<file path="src/rtl/core/trif_pkg.sv">
// shared types, constants and helper function of the triangle fill rasterizer
`timescale 1ns / 1ps

package trif_pkg;

	// coordinate width and the widths that follow from it
	localparam int CW   = 12;
	localparam int DW   = CW + 1;
	localparam int PW   = CW + DW;
	localparam int CPW  = 2 * CW;
	localparam int DETW = 2 * CW + 3;
	localparam int SUMW = 2 * CW + 4;

	// colour widths
	localparam int RGB_W   = 24;
	localparam int COLOR_W = 16;

	// configuration port
	localparam int CFG_W     = 24;
	localparam int REG_IDX_W = 3;

	// register indexes
	localparam logic [REG_IDX_W-1:0] REG_VERTEX1_X = 3'd0;
	localparam logic [REG_IDX_W-1:0] REG_VERTEX1_Y = 3'd1;
	localparam logic [REG_IDX_W-1:0] REG_VERTEX2_X = 3'd2;
	localparam logic [REG_IDX_W-1:0] REG_VERTEX2_Y = 3'd3;
	localparam logic [REG_IDX_W-1:0] REG_VERTEX3_X = 3'd4;
	localparam logic [REG_IDX_W-1:0] REG_VERTEX3_Y = 3'd5;
	localparam logic [REG_IDX_W-1:0] REG_FILL_RGB  = 3'd6;

	typedef logic signed [CW-1:0] coord_t;

	// the three configured vertices
	typedef struct packed {
		coord_t x1;
		coord_t y1;
		coord_t x2;
		coord_t y2;
		coord_t x3;
		coord_t y3;
	} vert_t;

	// one emitted pixel as it moves down the pipeline
	typedef struct packed {
		coord_t x;
		coord_t y;
		logic   idle;
		logic   last;
	} pix_t;

	// load enables of the coverage stages
	typedef struct packed {
		logic s2;
		logic s3;
	} stage_en_t;

	// pack 8:8:8 colour into 5:6:5
	function automatic logic [COLOR_W-1:0] rgb565(input logic [RGB_W-1:0] rgb);
		rgb565 = {rgb[23:19], rgb[15:10], rgb[7:3]};
	endfunction

endpackage

</file>
<file path="src/rtl/core/trif_scan.sv">
// bounding box setup and row-major scan counters
`timescale 1ns / 1ps

module trif_scan (
	input  logic            clk,
	input  logic            arst_n,
	input  logic            accept,
	input  logic            restart,
	input  trif_pkg::vert_t vert,
	output trif_pkg::pix_t  pix
);

	trif_pkg::coord_t scan_x_q, scan_y_q, left_q, right_q, bottom_q;
	logic             scanning_q;

	trif_pkg::coord_t min_x, max_x, min_y, max_y;
	trif_pkg::coord_t cur_x, cur_y, left, right, bottom;
	logic             active, row_end, fin;

	function automatic trif_pkg::coord_t min3(input trif_pkg::coord_t a,
		input trif_pkg::coord_t b, input trif_pkg::coord_t c);
		trif_pkg::coord_t m;
		m    = (a < b) ? a : b;
		min3 = (m < c) ? m : c;
	endfunction

	function automatic trif_pkg::coord_t max3(input trif_pkg::coord_t a,
		input trif_pkg::coord_t b, input trif_pkg::coord_t c);
		trif_pkg::coord_t m;
		m    = (a > b) ? a : b;
		max3 = (m > c) ? m : c;
	endfunction

	// box of the vertices, used on a restart beat
	assign min_x = min3(vert.x1, vert.x2, vert.x3);
	assign max_x = max3(vert.x1, vert.x2, vert.x3);
	assign min_y = min3(vert.y1, vert.y2, vert.y3);
	assign max_y = max3(vert.y1, vert.y2, vert.y3);

	// position and bounds seen by this beat
	assign cur_x   = restart ? min_x : scan_x_q;
	assign cur_y   = restart ? min_y : scan_y_q;
	assign left    = restart ? min_x : left_q;
	assign right   = restart ? max_x : right_q;
	assign bottom  = restart ? max_y : bottom_q;
	assign active  = restart | scanning_q;
	assign row_end = cur_x >= right;
	assign fin     = row_end && (cur_y >= bottom);

	// emitted pixel, zeros with last when no scan runs
	always_comb begin
		pix.x    = active ? cur_x : '0;
		pix.y    = active ? cur_y : '0;
		pix.idle = ~active;
		pix.last = ~active | fin;
	end

	// scan state update
	always_ff @(posedge clk or negedge arst_n) begin
		if (!arst_n) begin
			scan_x_q   <= '0;
			scan_y_q   <= '0;
			left_q     <= '0;
			right_q    <= '0;
			bottom_q   <= '0;
			scanning_q <= 1'b0;
		end else if (accept) begin
			if (restart) begin
				left_q   <= min_x;
				right_q  <= max_x;
				bottom_q <= max_y;
			end
			scanning_q <= active & ~fin;
			// next pixel of the box, or the current position when the scan stops
			if (active && !fin) begin
				if (row_end) begin
					scan_x_q <= left;
					scan_y_q <= cur_y + trif_pkg::coord_t'(1);
				end else begin
					scan_x_q <= cur_x + trif_pkg::coord_t'(1);
					scan_y_q <= cur_y;
				end
			end else begin
				scan_x_q <= cur_x;
				scan_y_q <= cur_y;
			end
		end
	end

endmodule

</file>
<file path="config.mk">
export PLATFORM = sky130hd
export DESIGN_NAME = trif_scan
export DESIGN_NICKNAME = d
export VERILOG_FILES = /design/src/rtl/core/trif_pkg.sv /design/src/rtl/core/trif_scan.sv
export SDC_FILE = /design/constraint.sdc
export NUM_CORES = 1
export LEC_CHECK = 0
export ABC_AREA = 1
export BUFFER_PORTS_ARGS = -buffer_cell sky130_fd_sc_hd__buf_2
export CAP_MARGIN = 5
export CORE_ASPECT_RATIO = 0.9
export CORE_MARGIN = 10
export CORE_UTILIZATION = 40
export DETAILED_ROUTE_END_ITERATION = 12
export PLACE_DENSITY = 0.67
export SKIP_CTS_REPAIR_TIMING = 1
export SYNTH_ARGS = -nofsm -noshare
export SYNTH_HDL_FRONTEND = slang
export SYNTH_SLANG_ARGS = --single-unit
</file>
<file path="constraint.sdc">
create_clock -name clk -period 6.7 [get_ports clk]
set_input_delay 0 -clock clk [delete_from_list [all_inputs] [get_ports clk]]
set_output_delay 0 -clock clk [all_outputs]
set_load 0.05 [all_outputs]
</file>
Word-level counts from Yosys, hierarchy flattened
Cells that the tools add are included.
{ "totals": {"wordCells": 45, "reg_bits": 61, "in_bits": 76} }
{ "classes": {"n_mux": 19, "n_addsub": 2, "n_reduce_logical": 3, "n_bitwise": 5, "order_cmp": 10} }
{ "ops": {"columns": ["cell", "count"], "rows": [
  ["12-bit 2-to-1 mux", 19],
  ["12-bit > comparator", 4],
  ["12-bit less-than comparator", 4],
  ["12-bit by 2-bit adder with 12-bit output, second input constant", 2],
  ["12-bit >= comparator", 2],
  ["1-bit logical AND", 2],
  ["1-bit NOT", 2],
  ["1-bit OR", 2],
  ["1-bit bitwise AND", 1],
  ["1-bit zero test", 1]
]} }

Depth between registers and ports, before layout
Gate-level depths: netlist of run 1.
{ "logic_depth": {"word_depth": 10, "mapped_depth": 48, "depth_no_buf": 45} }

Worst setup path after synthesis of run 1
No wires, ideal clock.
{ "synth_timing": {"path_type": "input -> register", "start": "in vert[35] in the netlist's numbering", "end": "reg scan_x_q[1]", "path_buffers": 4, "arrival_ps": 5685, "setup_slack_ps": 938, "setup_ps": 77, "stages": 40, "path_cell_list": "inv_1 ha_1 nand2_1 nor2_1 and2b_1 nand2_1 nand3_2 nand2_1 nand2_2 buf_2 o21ai_0 clkbuf_1 o21ai_0 ha_1 nand4_1 inv_1 nand3_1 o2111ai_1 (+4 left out) o211ai_1 o21ai_0 ha_1 inv_1 nand2_1 a21oi_1 o21bai_1 a21oi_1 o21ai_0 nand3_1 a21boi_0 nor3_1 o21ai_0 nor2_1 a21oi_1 clkbuf_1 a21oi_1 a21oi_1"} }
{ "synth_between": {"elab_chain_len": 10, "elab_cells_between_ends": 15, "classes_between": "5 x order compare; 7 x mux; 3 x reduce/logical"} }
{ "synth_rtl": {"columns": ["item", "line_no", "rtl"], "rows": [
  ["from (decl)", "trif_scan.sv:9", "input trif_pkg::vert_t vert,"],
  ["12-bit > comparator", "trif_scan.sv:30", "m = (a > b) ? a : b;"],
  ["12-bit 2-to-1 mux (*)", "trif_scan.sv:30", null],
  ["12-bit > comparator", "trif_scan.sv:31", "max3 = (m > c) ? m : c;"],
  ["12-bit 2-to-1 mux (*)", "trif_scan.sv:31", null],
  ["12-bit 2-to-1 mux (*)", null, null],
  ["net bottom[0]", "trif_scan.sv:17", "trif_pkg::coord_t cur_x, cur_y, left, right, bottom;"],
  ["12-bit >= comparator (*)", "trif_scan.sv:48", "assign fin = row_end && (cur_y >= bottom);"],
  ["1-bit logical AND (*)", "trif_scan.sv:48", null],
  ["1-bit zero test (*)", "trif_scan.sv:75", "if (active && !fin) begin"],
  ["1-bit logical AND (*)", "trif_scan.sv:75", null],
  ["12-bit 2-to-1 mux (*)", "trif_scan.sv:75", null],
  ["to (signal assigned)", "trif_scan.sv:77", "scan_x_q <= left;"],
  ["to (signal assigned)", "trif_scan.sv:80", "scan_x_q <= cur_x + trif_pkg::coord_t'(1);"],
  ["to (signal assigned)", "trif_scan.sv:84", "scan_x_q <= cur_x;"],
  ["to (decl)", "trif_scan.sv:13", "trif_pkg::coord_t scan_x_q, scan_y_q, left_q, right_q, bottom_q;"]
]} }
Mark *: on every way through the listed nets, which the timed path passes. The rest lies on a longest branch.
A chain may end at the register's enable or synchronous reset.

Final worst setup path of run 1
{ "layout_timing": {"start": "in vert[35] in the netlist's numbering", "end": "reg scan_y_q[8]"} }
{ "layout_between": {"elab_chain_len": 10, "elab_cells_between_ends": 17, "classes_between": "1 x add/sub; 5 x order compare; 8 x mux; 3 x reduce/logical"} }
{ "layout_rtl": {"columns": ["item", "line_no", "rtl"], "rows": [
  ["12-bit less-than comparator / 12-bit > comparator (equally long branches)", "trif_scan.sv:23, trif_scan.sv:30", null],
  ["12-bit 2-to-1 mux (on tied branches)", "trif_scan.sv:23, trif_scan.sv:30", null],
  ["12-bit less-than comparator / 12-bit > comparator (equally long branches)", "trif_scan.sv:24, trif_scan.sv:31", null],
  ["12-bit 2-to-1 mux (on tied branches)", "trif_scan.sv:24, trif_scan.sv:31", null],
  ["12-bit 2-to-1 mux (on tied branches)", null, null],
  ["12-bit >= comparator", "trif_scan.sv:48", null],
  ["1-bit logical AND", "trif_scan.sv:48", null],
  ["1-bit zero test", "trif_scan.sv:75", null],
  ["1-bit logical AND", "trif_scan.sv:75", null],
  ["12-bit 2-to-1 mux (*)", "trif_scan.sv:75", null],
  ["to (signal assigned)", "trif_scan.sv:78", "scan_y_q <= cur_y + trif_pkg::coord_t'(1);"],
  ["to (signal assigned)", "trif_scan.sv:81", "scan_y_q <= cur_y;"],
  ["to (signal assigned)", "trif_scan.sv:85", "scan_y_q <= cur_y;"],
  ["to (decl)", "trif_scan.sv:13", null]
]} }
Every way passes the cells marked *; elsewhere a longest branch is shown, timed or not.

==> results of run 1 <==
==> layout make-up <==
class,count,area share (%)
multi-input combinational,877,59.69
sequential,61,18.18
inverter,174,7.823
timing repair buffer,115,7.301
tap,245,3.651
clock buffer,12,2.935
clock inverter,2,0.4172
==> registers in the layout (all words and copies together) (netlist names) <==
register	flops
scan_y_q	12
scanning_q	1
right_q	12
bottom_q	12
left_q	12
scan_x_q	12
==> worst max-delay path: cells and delay by family <==
kind | cells | cell delay (ns)
xor gates and xnor gates | 1 | 0.16
buffers and inverters | 5 | 0.73
and+or+nand+nor | 22 | 2.48
AOI/OAI and AO/OA | 12 | 1.91
adders and majority gates | 3 | 0.92
==> how the worst max path moves through the flow <==
stage                   to  slack (ns)
2_1_floorplan  scan_x_q[1]        0.94
3_3_place_gp   scan_y_q[8]        0.07
4_1_cts        scan_y_q[8]        0.35
3_5_place_dp   scan_y_q[8]        0.01
5_1_grt        scan_y_q[8]       -0.01
6_report       scan_y_q[8]        0.71
==> per-layer routing <==
| layer | global-route usage [%] | part of all wire (%) |
|---|---|---|
| met2 | 32.06 | 48 |
| met1 | 21.86 | 46 |
| met3 | 3.587 | 5.0 |
| met4 | 2.748 | 0.85 |
| met5 | 0 | 0.060 |
==> power groups by stage <==
stage               combinational [uW]  sequential (uW)  clock [uW]
floorplan                         1380              532           0
global placement                  1800              544           0
detailed placement                1820              546           0
CTS                               1830              542         462
global route                      2090              556         474
finish                            1840              543         457
==> Yosys cell counts, types with 4 or more instances <==
cell type	instances
a21oi_1	59
a2bb2oi_1	20
a31oi_1	4
buf_2	4
clkbuf_1	34
dfrtp_1	61
ha_1	96
inv_1	168
inv_2	4
nand2_1	285
nand2_2	23
nand3_1	69
nand3_2	13
nand4_1	16
nor2_1	84
nor2_2	7
nor2_4	4
nor3_1	6
o211ai_1	6
o21ai_0	149
o21ai_1	6
or2_2	4
==> placed cells by master (no fill, tap or decap), drive strengths merged, types with 2 or more instances in the layout <==
master	n
a21o	2
o211ai	6
o2111ai	3
a21oi	60
a2bb2oi	20
nand2	311
o21ai	156
inv	171
dfrtp	61
ha	96
clkbuf	12
nor2	95
a211oi	2
nor3	6
buf	114
o31ai	2
nand4	16
a31oi	5
clkinv	3
xor2	3
nand3	82
or2	4
==> cells by family (layout without fill, tap and decap cells) <==
kind of cell    after synthesis  in the layout  share of synthesized area (%)
compound gates              260            260                          19.77
xor+xnor                      4              4                         0.4755
fa+ha+maj                    96             96                          16.30
buf+inv                     218            303                          11.48
flops                        61             61                          20.72
simple gates                517            517                          31.26
==> per-stage QoR <==
| stage | setup TNS [ns] | util [%] | total power (uW) |
|---|---|---|---|
| 2_1_floorplan | 0 | - | 1913 |
| 3_3_place_gp | 0 | 44.37 | 2341 |
| 3_5_place_dp | 0 | 44.37 | 2366 |
| 4_1_cts | 0 | 45.91 | 2836 |
| 5_1_grt | -0.01258 | 46.06 | 3123 |
| 6_report | 0 | 46.06 | 2839 |
==> insert_results.sql, run 1 <==
INSERT INTO impl_metrics (metric_group, metric, value, unit) VALUES
('power', 'power.combinational.fraction', '64.8', '%'),
('power', 'total_leakage_power', '0.004552', 'uW'),
('floorplan', 'core_region_area', '18230', 'um2'),
('worst_setup_path', 'cp_launch_point', 'vert[35]', ''),
('worst_setup_path', 'worst-setup-path-type', 'in2reg', ''),
('floorplan', 'die_width', '163.1', 'um'),
('worst_setup_path', 'end_kind', 'flip-flop', ''),
('synthesis', 'synthDominantCellAreaShare', '20.72', '%'),
('grt', 'remaining_global_route_overflow', '0', ''),
('worst_hold_path', 'holdCritPathClass', 'in2reg', ''),
('run_status', 'outcome', 'completed', ''),
('placement', 'io_buffers', '101', ''),
('drt', 'detail_route.iter0.violations', '492', ''),
('floorplan', 'initial_core_util', '40.42', '%'),
('drt', 'wirelength', '21720', 'um'),
('clock_network', 'cts_max_level', '3', ''),
('worst_setup_path', 'critical_path.reg2reg.startpoint', 'scan_y_q[2]', ''),
('grt', 'grt_antenna_before_repair', '1', ''),
('floorplan', 'num_rows', '47', ''),
('synthesis', 'synth-edff-count', '0', ''),
('clock_network', 'cts-root-to-sink-buffers', '2', ''),
('drt', 'antenna_violating_nets_post_route', '0', ''),
('sta', 'layout_min_cycle_time', '5.991', 'ns'),
('clock_network', 'clk-insertion-delay-late', '0.33', 'ns'),
('worst_setup_path', 'crit_path_arrival_time', '6.21', 'ns'),
('synthesis', 'synth_seq_cells', '61', ''),
('cells_and_area', 'final_cell_count_no_fill', '1486', ''),
('worst_setup_path', 'timing.reg2reg.worst_path_depth', '21', ''),
('placement', 'number_of_cells_in_the_design_after_placement', '1471', ''),
('power', 'clockPowerShare', '16.1', '%'),
('placement', 'gpl.final_weighted_congestion', '0.9326', ''),
('clock_network', 'cts_tree', 'yes', ''),
('cells_and_area', 'multi_input_comb_area', '5012', 'um2'),
('cells_and_area', 'layout-drive-gt1-share', '15.47', '%'),
('drt', 'remaining_drc_errors', '0', ''),
('power', 'total_switching_power', '1466', 'uW'),
('floorplan', 'die_height', '148.8', 'um'),
('worst_setup_path', 'critical_path.max_stage_delay', '0.33', 'ns'),
('cells_and_area', 'fill_cells', '1935', ''),
('synthesis', 'top_post_synthesis_cells_by_area', 'dfrtp_1 (21%), ha_1 (16%), nand2_1 (15%), o21ai_0 (10%), inv_1 (8.6%)', ''),
('grt', 'maximum_number_of_pins_on_one_net_before_global_route_repair', '69', ''),
('sta', 'highest_clock_rate', '166.9', 'MHz'),
('grt', 'grt_first_pass_wirelength', '36090', 'um'),
('worst_hold_path', 'hold_path_end', 'right_q[4]', ''),
('grt', 'grtUsageTotal', '17.85', '%'),
('cells_and_area', 'n_antenna_cell', '0', ''),
('floorplan', 'design.die.area', '24260', 'um2'),
('sta', 'layout_setup_ws', '0.7090', 'ns'),
('worst_hold_path', 'origin_of_the_worst_min_delay_path', 'vert[16]', ''),
('power', 'power.density', '338.1', 'nW/um2'),
('worst_setup_path', 'crit_required', '6.92', 'ns'),
('job', 'max_cap_viol', '0', ''),
('power', 'peak_ir_drop_on_the_vdd_network', '0.1886', 'mV'),
('worst_setup_path', 'worst_r2r_endpoint', 'scan_x_q[3]', ''),
('clock_network', 'ctsRootBufferMaster', 'clkbuf_16', ''),
('placement', 'place_worst_setup_slack', '0.009687', 'ns'),
('clock_network', 'cts_buffers', '9', ''),
('sta', 'final_count_of_hold_timing_violations', '0', ''),
('synthesis', 'syn_nets', '1328', ''),
('sta', 'maxSlewViolCount', '0', ''),
('drt', 'drt-vias-per-instance', '5.148', ''),
('worst_hold_path', 'worst_hold_path.num_cells', '4', ''),
('grt', 'first_global_vias', '7578', ''),
('sta', 'share_of_the_clock_period_used_by_the_worst_path', '89.42', '%'),
('worst_setup_path', 'start_kind', 'input pin', ''),
('drt', 'post_drt_wl_per_cell', '14.61', 'um'),
('clock_network', 'clock_sinks', '61', ''),
('worst_setup_path', 'worst_path_max_delay_cell', 'ha_1', ''),
('drt', 'drt_first_pass_iters', '6', ''),
('power', 'switching_share', '51.66', '%'),
('worst_setup_path', 'crit_fanout', '23', '');
Note: power is estimated with default switching activity, not from simulation.
==> run 2, diff against run 1 <==
CORE_UTILIZATION = 60   (was 40)
PLACE_DENSITY = 0.91   (was 0.67)
==> insert_results.sql, run 2 (same netlist as run 1, synthesis figures left out) <==
INSERT INTO impl_metrics (metric_group, metric, value, unit) VALUES
('grt', 'maximum_number_of_pins_on_one_net_before_global_route_repair', '75', ''),
('drt', 'post_drt_wl_per_cell', '14.95', 'um'),
('placement', 'gpl.final_weighted_congestion', '0.9640', ''),
('power', 'power.combinational.fraction', '65.4', '%'),
('worst_hold_path', 'holdCritPathClass', 'in2reg', ''),
('cells_and_area', 'mostFrequentLayoutCells', 'nand2_1 (284), inv_1 (168), o21ai_0 (148)', ''),
('clock_network', 'clock_sinks', '61', ''),
('worst_hold_path', 'origin_of_the_worst_min_delay_path', 'vert[18]', ''),
('sta', 'maxSlewViolCount', '0', ''),
('worst_setup_path', 'cp_num_buf_inv', '4', ''),
('sta', 'totalNegativeSetupSlack', '0', 'ns'),
('power', 'total_switching_power', '1485', 'uW'),
('power', 'switching_share', '52.93', '%'),
('floorplan', 'die_height', '125.1', 'um'),
('sta', 'final_count_of_hold_timing_violations', '0', ''),
('run_status', 'outcome', 'completed', ''),
('worst_setup_path', 'critical_path.max_stage_delay', '0.43', 'ns'),
('grt', 'grt_first_pass_wirelength', '35210', 'um'),
('drt', 'drt_first_pass_iters', '5', ''),
('clock_network', 'cts-root-to-sink-buffers', '2', ''),
('grt', 'remaining_global_route_overflow', '0', ''),
('worst_setup_path', 'cp_launch_point', 'vert[47]', ''),
('power', 'clockPowerShare', '15.2', '%'),
('drt', 'detail_route.iter0.violations', '781', ''),
('clock_network', 'ctsRootBufferMaster', 'clkbuf_16', ''),
('power', 'sequentialPowerShare', '19.5', '%'),
('placement', 'dpl.hpwl', '16230', 'um'),
('sta', 'setup_viol_count_final', '0', ''),
('worst_setup_path', 'critical_path.most_common_cell', 'nand2_1', ''),
('power', 'peak_ir_drop_on_the_vdd_network', '0.2333', 'mV'),
('power', 'total_leakage_power', '0.004538', 'uW'),
('worst_setup_path', 'critical_path.reg2reg.startpoint', 'scan_x_q[2]', ''),
('drt', 'num_vias', '8027', ''),
('worst_setup_path', 'worst_path_max_delay_cell', 'a211oi_1', ''),
('floorplan', 'num_rows', '38', ''),
('cells_and_area', 'final_common_cell', 'nand2_1', ''),
('floorplan', 'die_width', '136.8', 'um'),
('worst_setup_path', 'end_kind', 'flip-flop', ''),
('worst_setup_path', 'worst-setup-path-type', 'in2reg', ''),
('worst_setup_path', 'crit_fanout', '20', ''),
('cells_and_area', 'final_cell_count_no_fill', '1400', ''),
('clock_network', 'cts_max_level', '3', ''),
('clock_network', 'cts_tree', 'yes', ''),
('sta', 'highest_clock_rate', '163.7', 'MHz'),
('drt', 'wirelength', '20930', 'um'),
('sta', 'share_of_the_clock_period_used_by_the_worst_path', '91.16', '%'),
('clock_network', 'clk_pin_slew', '0.06', 'ns'),
('worst_setup_path', 'crit_path_arrival_time', '6.33', 'ns'),
('worst_setup_path', 'crit_required', '6.92', 'ns'),
('sta', 'worst_clock_skew', '0.008065', 'ns'),
('floorplan', 'design.die.area', '17120', 'um2'),
('placement', 'number_of_cells_in_the_design_after_placement', '1384', ''),
('floorplan', 'floorplan.io_pins', '102', ''),
('sta', 'timing.slew.headroom', '21.77', '%'),
('sta', 'layout_min_cycle_time', '6.108', 'ns'),
('sta', 'actual_transition_at_the_worst_max_transition_pin', '1.166', 'ns'),
('cells_and_area', 'layout-drive-gt1-share', '15.40', '%'),
('grt', 'first_global_vias', '7733', ''),
('floorplan', 'core_region_area', '12030', 'um2'),
('sta', 'grt_setup_unrepaired', 'no', ''),
('clock_network', 'cts_buffers', '9', ''),
('drt', 'remaining_drc_errors', '0', ''),
('worst_setup_path', 'start_kind', 'input pin', ''),
('cells_and_area', 'fill_cells', '1051', ''),
('grt', 'grtUsageTotal', '24.35', '%'),
('clock_network', 'clk-insertion-delay-late', '0.34', 'ns'),
('cells_and_area', 'design.final.nets', '1408', ''),
('floorplan', 'initial_core_util', '61.25', '%'),
('drt', 'antenna_violating_nets_post_route', '0', ''),
('power', 'p_int', '1321', 'uW'),
('drt', 'drt-vias-per-instance', '5.734', ''),
('power', 'power.density', '340.3', 'nW/um2'),
('worst_setup_path', 'timing.critical_path.max_delay_family', 'simple AND/OR/NAND/NOR gates', ''),
('job', 'max_cap_viol', '0', ''),
('placement', 'io_buffers', '101', ''),
('grt', 'grt_antenna_before_repair', '0', ''),
('cells_and_area', 'syn_to_final_growth', '11.92', '%'),
('cells_and_area', 'n_antenna_cell', '0', '');
[run 2: layer usage]
| layer | track usage [%] | routed length [um] | vias up |
|---|---|---|---|
| met1 | 28.83 | 8310 | 3605 |
| li1 | - | - | 3968 |
| met4 | 9.418 | 756 | 0 |
| met2 | 41.71 | 10250 | 390 |
| met3 | 5.404 | 1610 | 64 |
| met5 | 0 | 0 | - |
[run 2: area by class of cell]
class                           instances  area (um2)  area share, %
Timing Repair Buffer                  113       598.1          7.252
Multi-Input combinational cell        877        5002          60.66
Clock buffer                           10       239.0          2.898
Sequential cell                        61        1526          18.51
Inverter                              174       653.1          7.920
Clock inverter                          5       27.53         0.3338
Tap cell                              160       200.2          2.428
[run 2: worst register-to-register path: stages (launching register included)]
cell       delay, ns
dfrtp_1         0.38
nand2_1         0.09
nand2_1         0.21
ha_1            0.33
inv_1           0.05
o31ai_1         0.28
nand3_1         0.13
o2111ai_1       0.11
xnor2_1         0.14
a31oi_1         0.08
inv_1           0.30
nand2_1         0.27
nor2_1          0.15
nand3_1         0.14
nor2_2          0.12
nand2_1         0.09
nor2_1          0.14
nand3_1         0.09
nand3_1         0.08
nand2_1         0.05
[run 2: final timing paths]
check,endpoint,slack [ns],depth (start not counted)
max,scan_y_q[8],0.59,38
min reg2reg,scan_y_q[9],0.47,2
max in group asynchronous,bottom_q[3],5.79,3
min in group asynchronous,right_q[7],0.37,3
max reg2reg,scan_y_q[8],3.38,19
min,right_q[6],0.15,4
[run 2: power groups by stage]
stage / combinational, uW / clock [uW] / sequential, uW
detailed placement: 1790 / 0 / 548
floorplan: 1380 / 0 / 532
global placement: 1730 / 0 / 543
CTS: 1810 / 429 / 545
finish: 1830 / 425 / 547
global route: 2050 / 447 / 558
[run 2: stage by stage]
step	total power (uW)	worst slack, ns	cell area [um2]	hold slack, ns	util [%]
3_3_place_gp	2274	0.6089	7966	0.2056	66.23
3_5_place_dp	2340	0.2691	7966	0.2178	66.23
5_1_grt	3059	0.04485	8247	0.1973	68.56
2_1_floorplan	1913	0.9378	7368	-0.2956	-
6_report	2806	0.5925	8247	0.1502	68.56
4_1_cts	2785	0.5270	8233	-0.1367	68.44
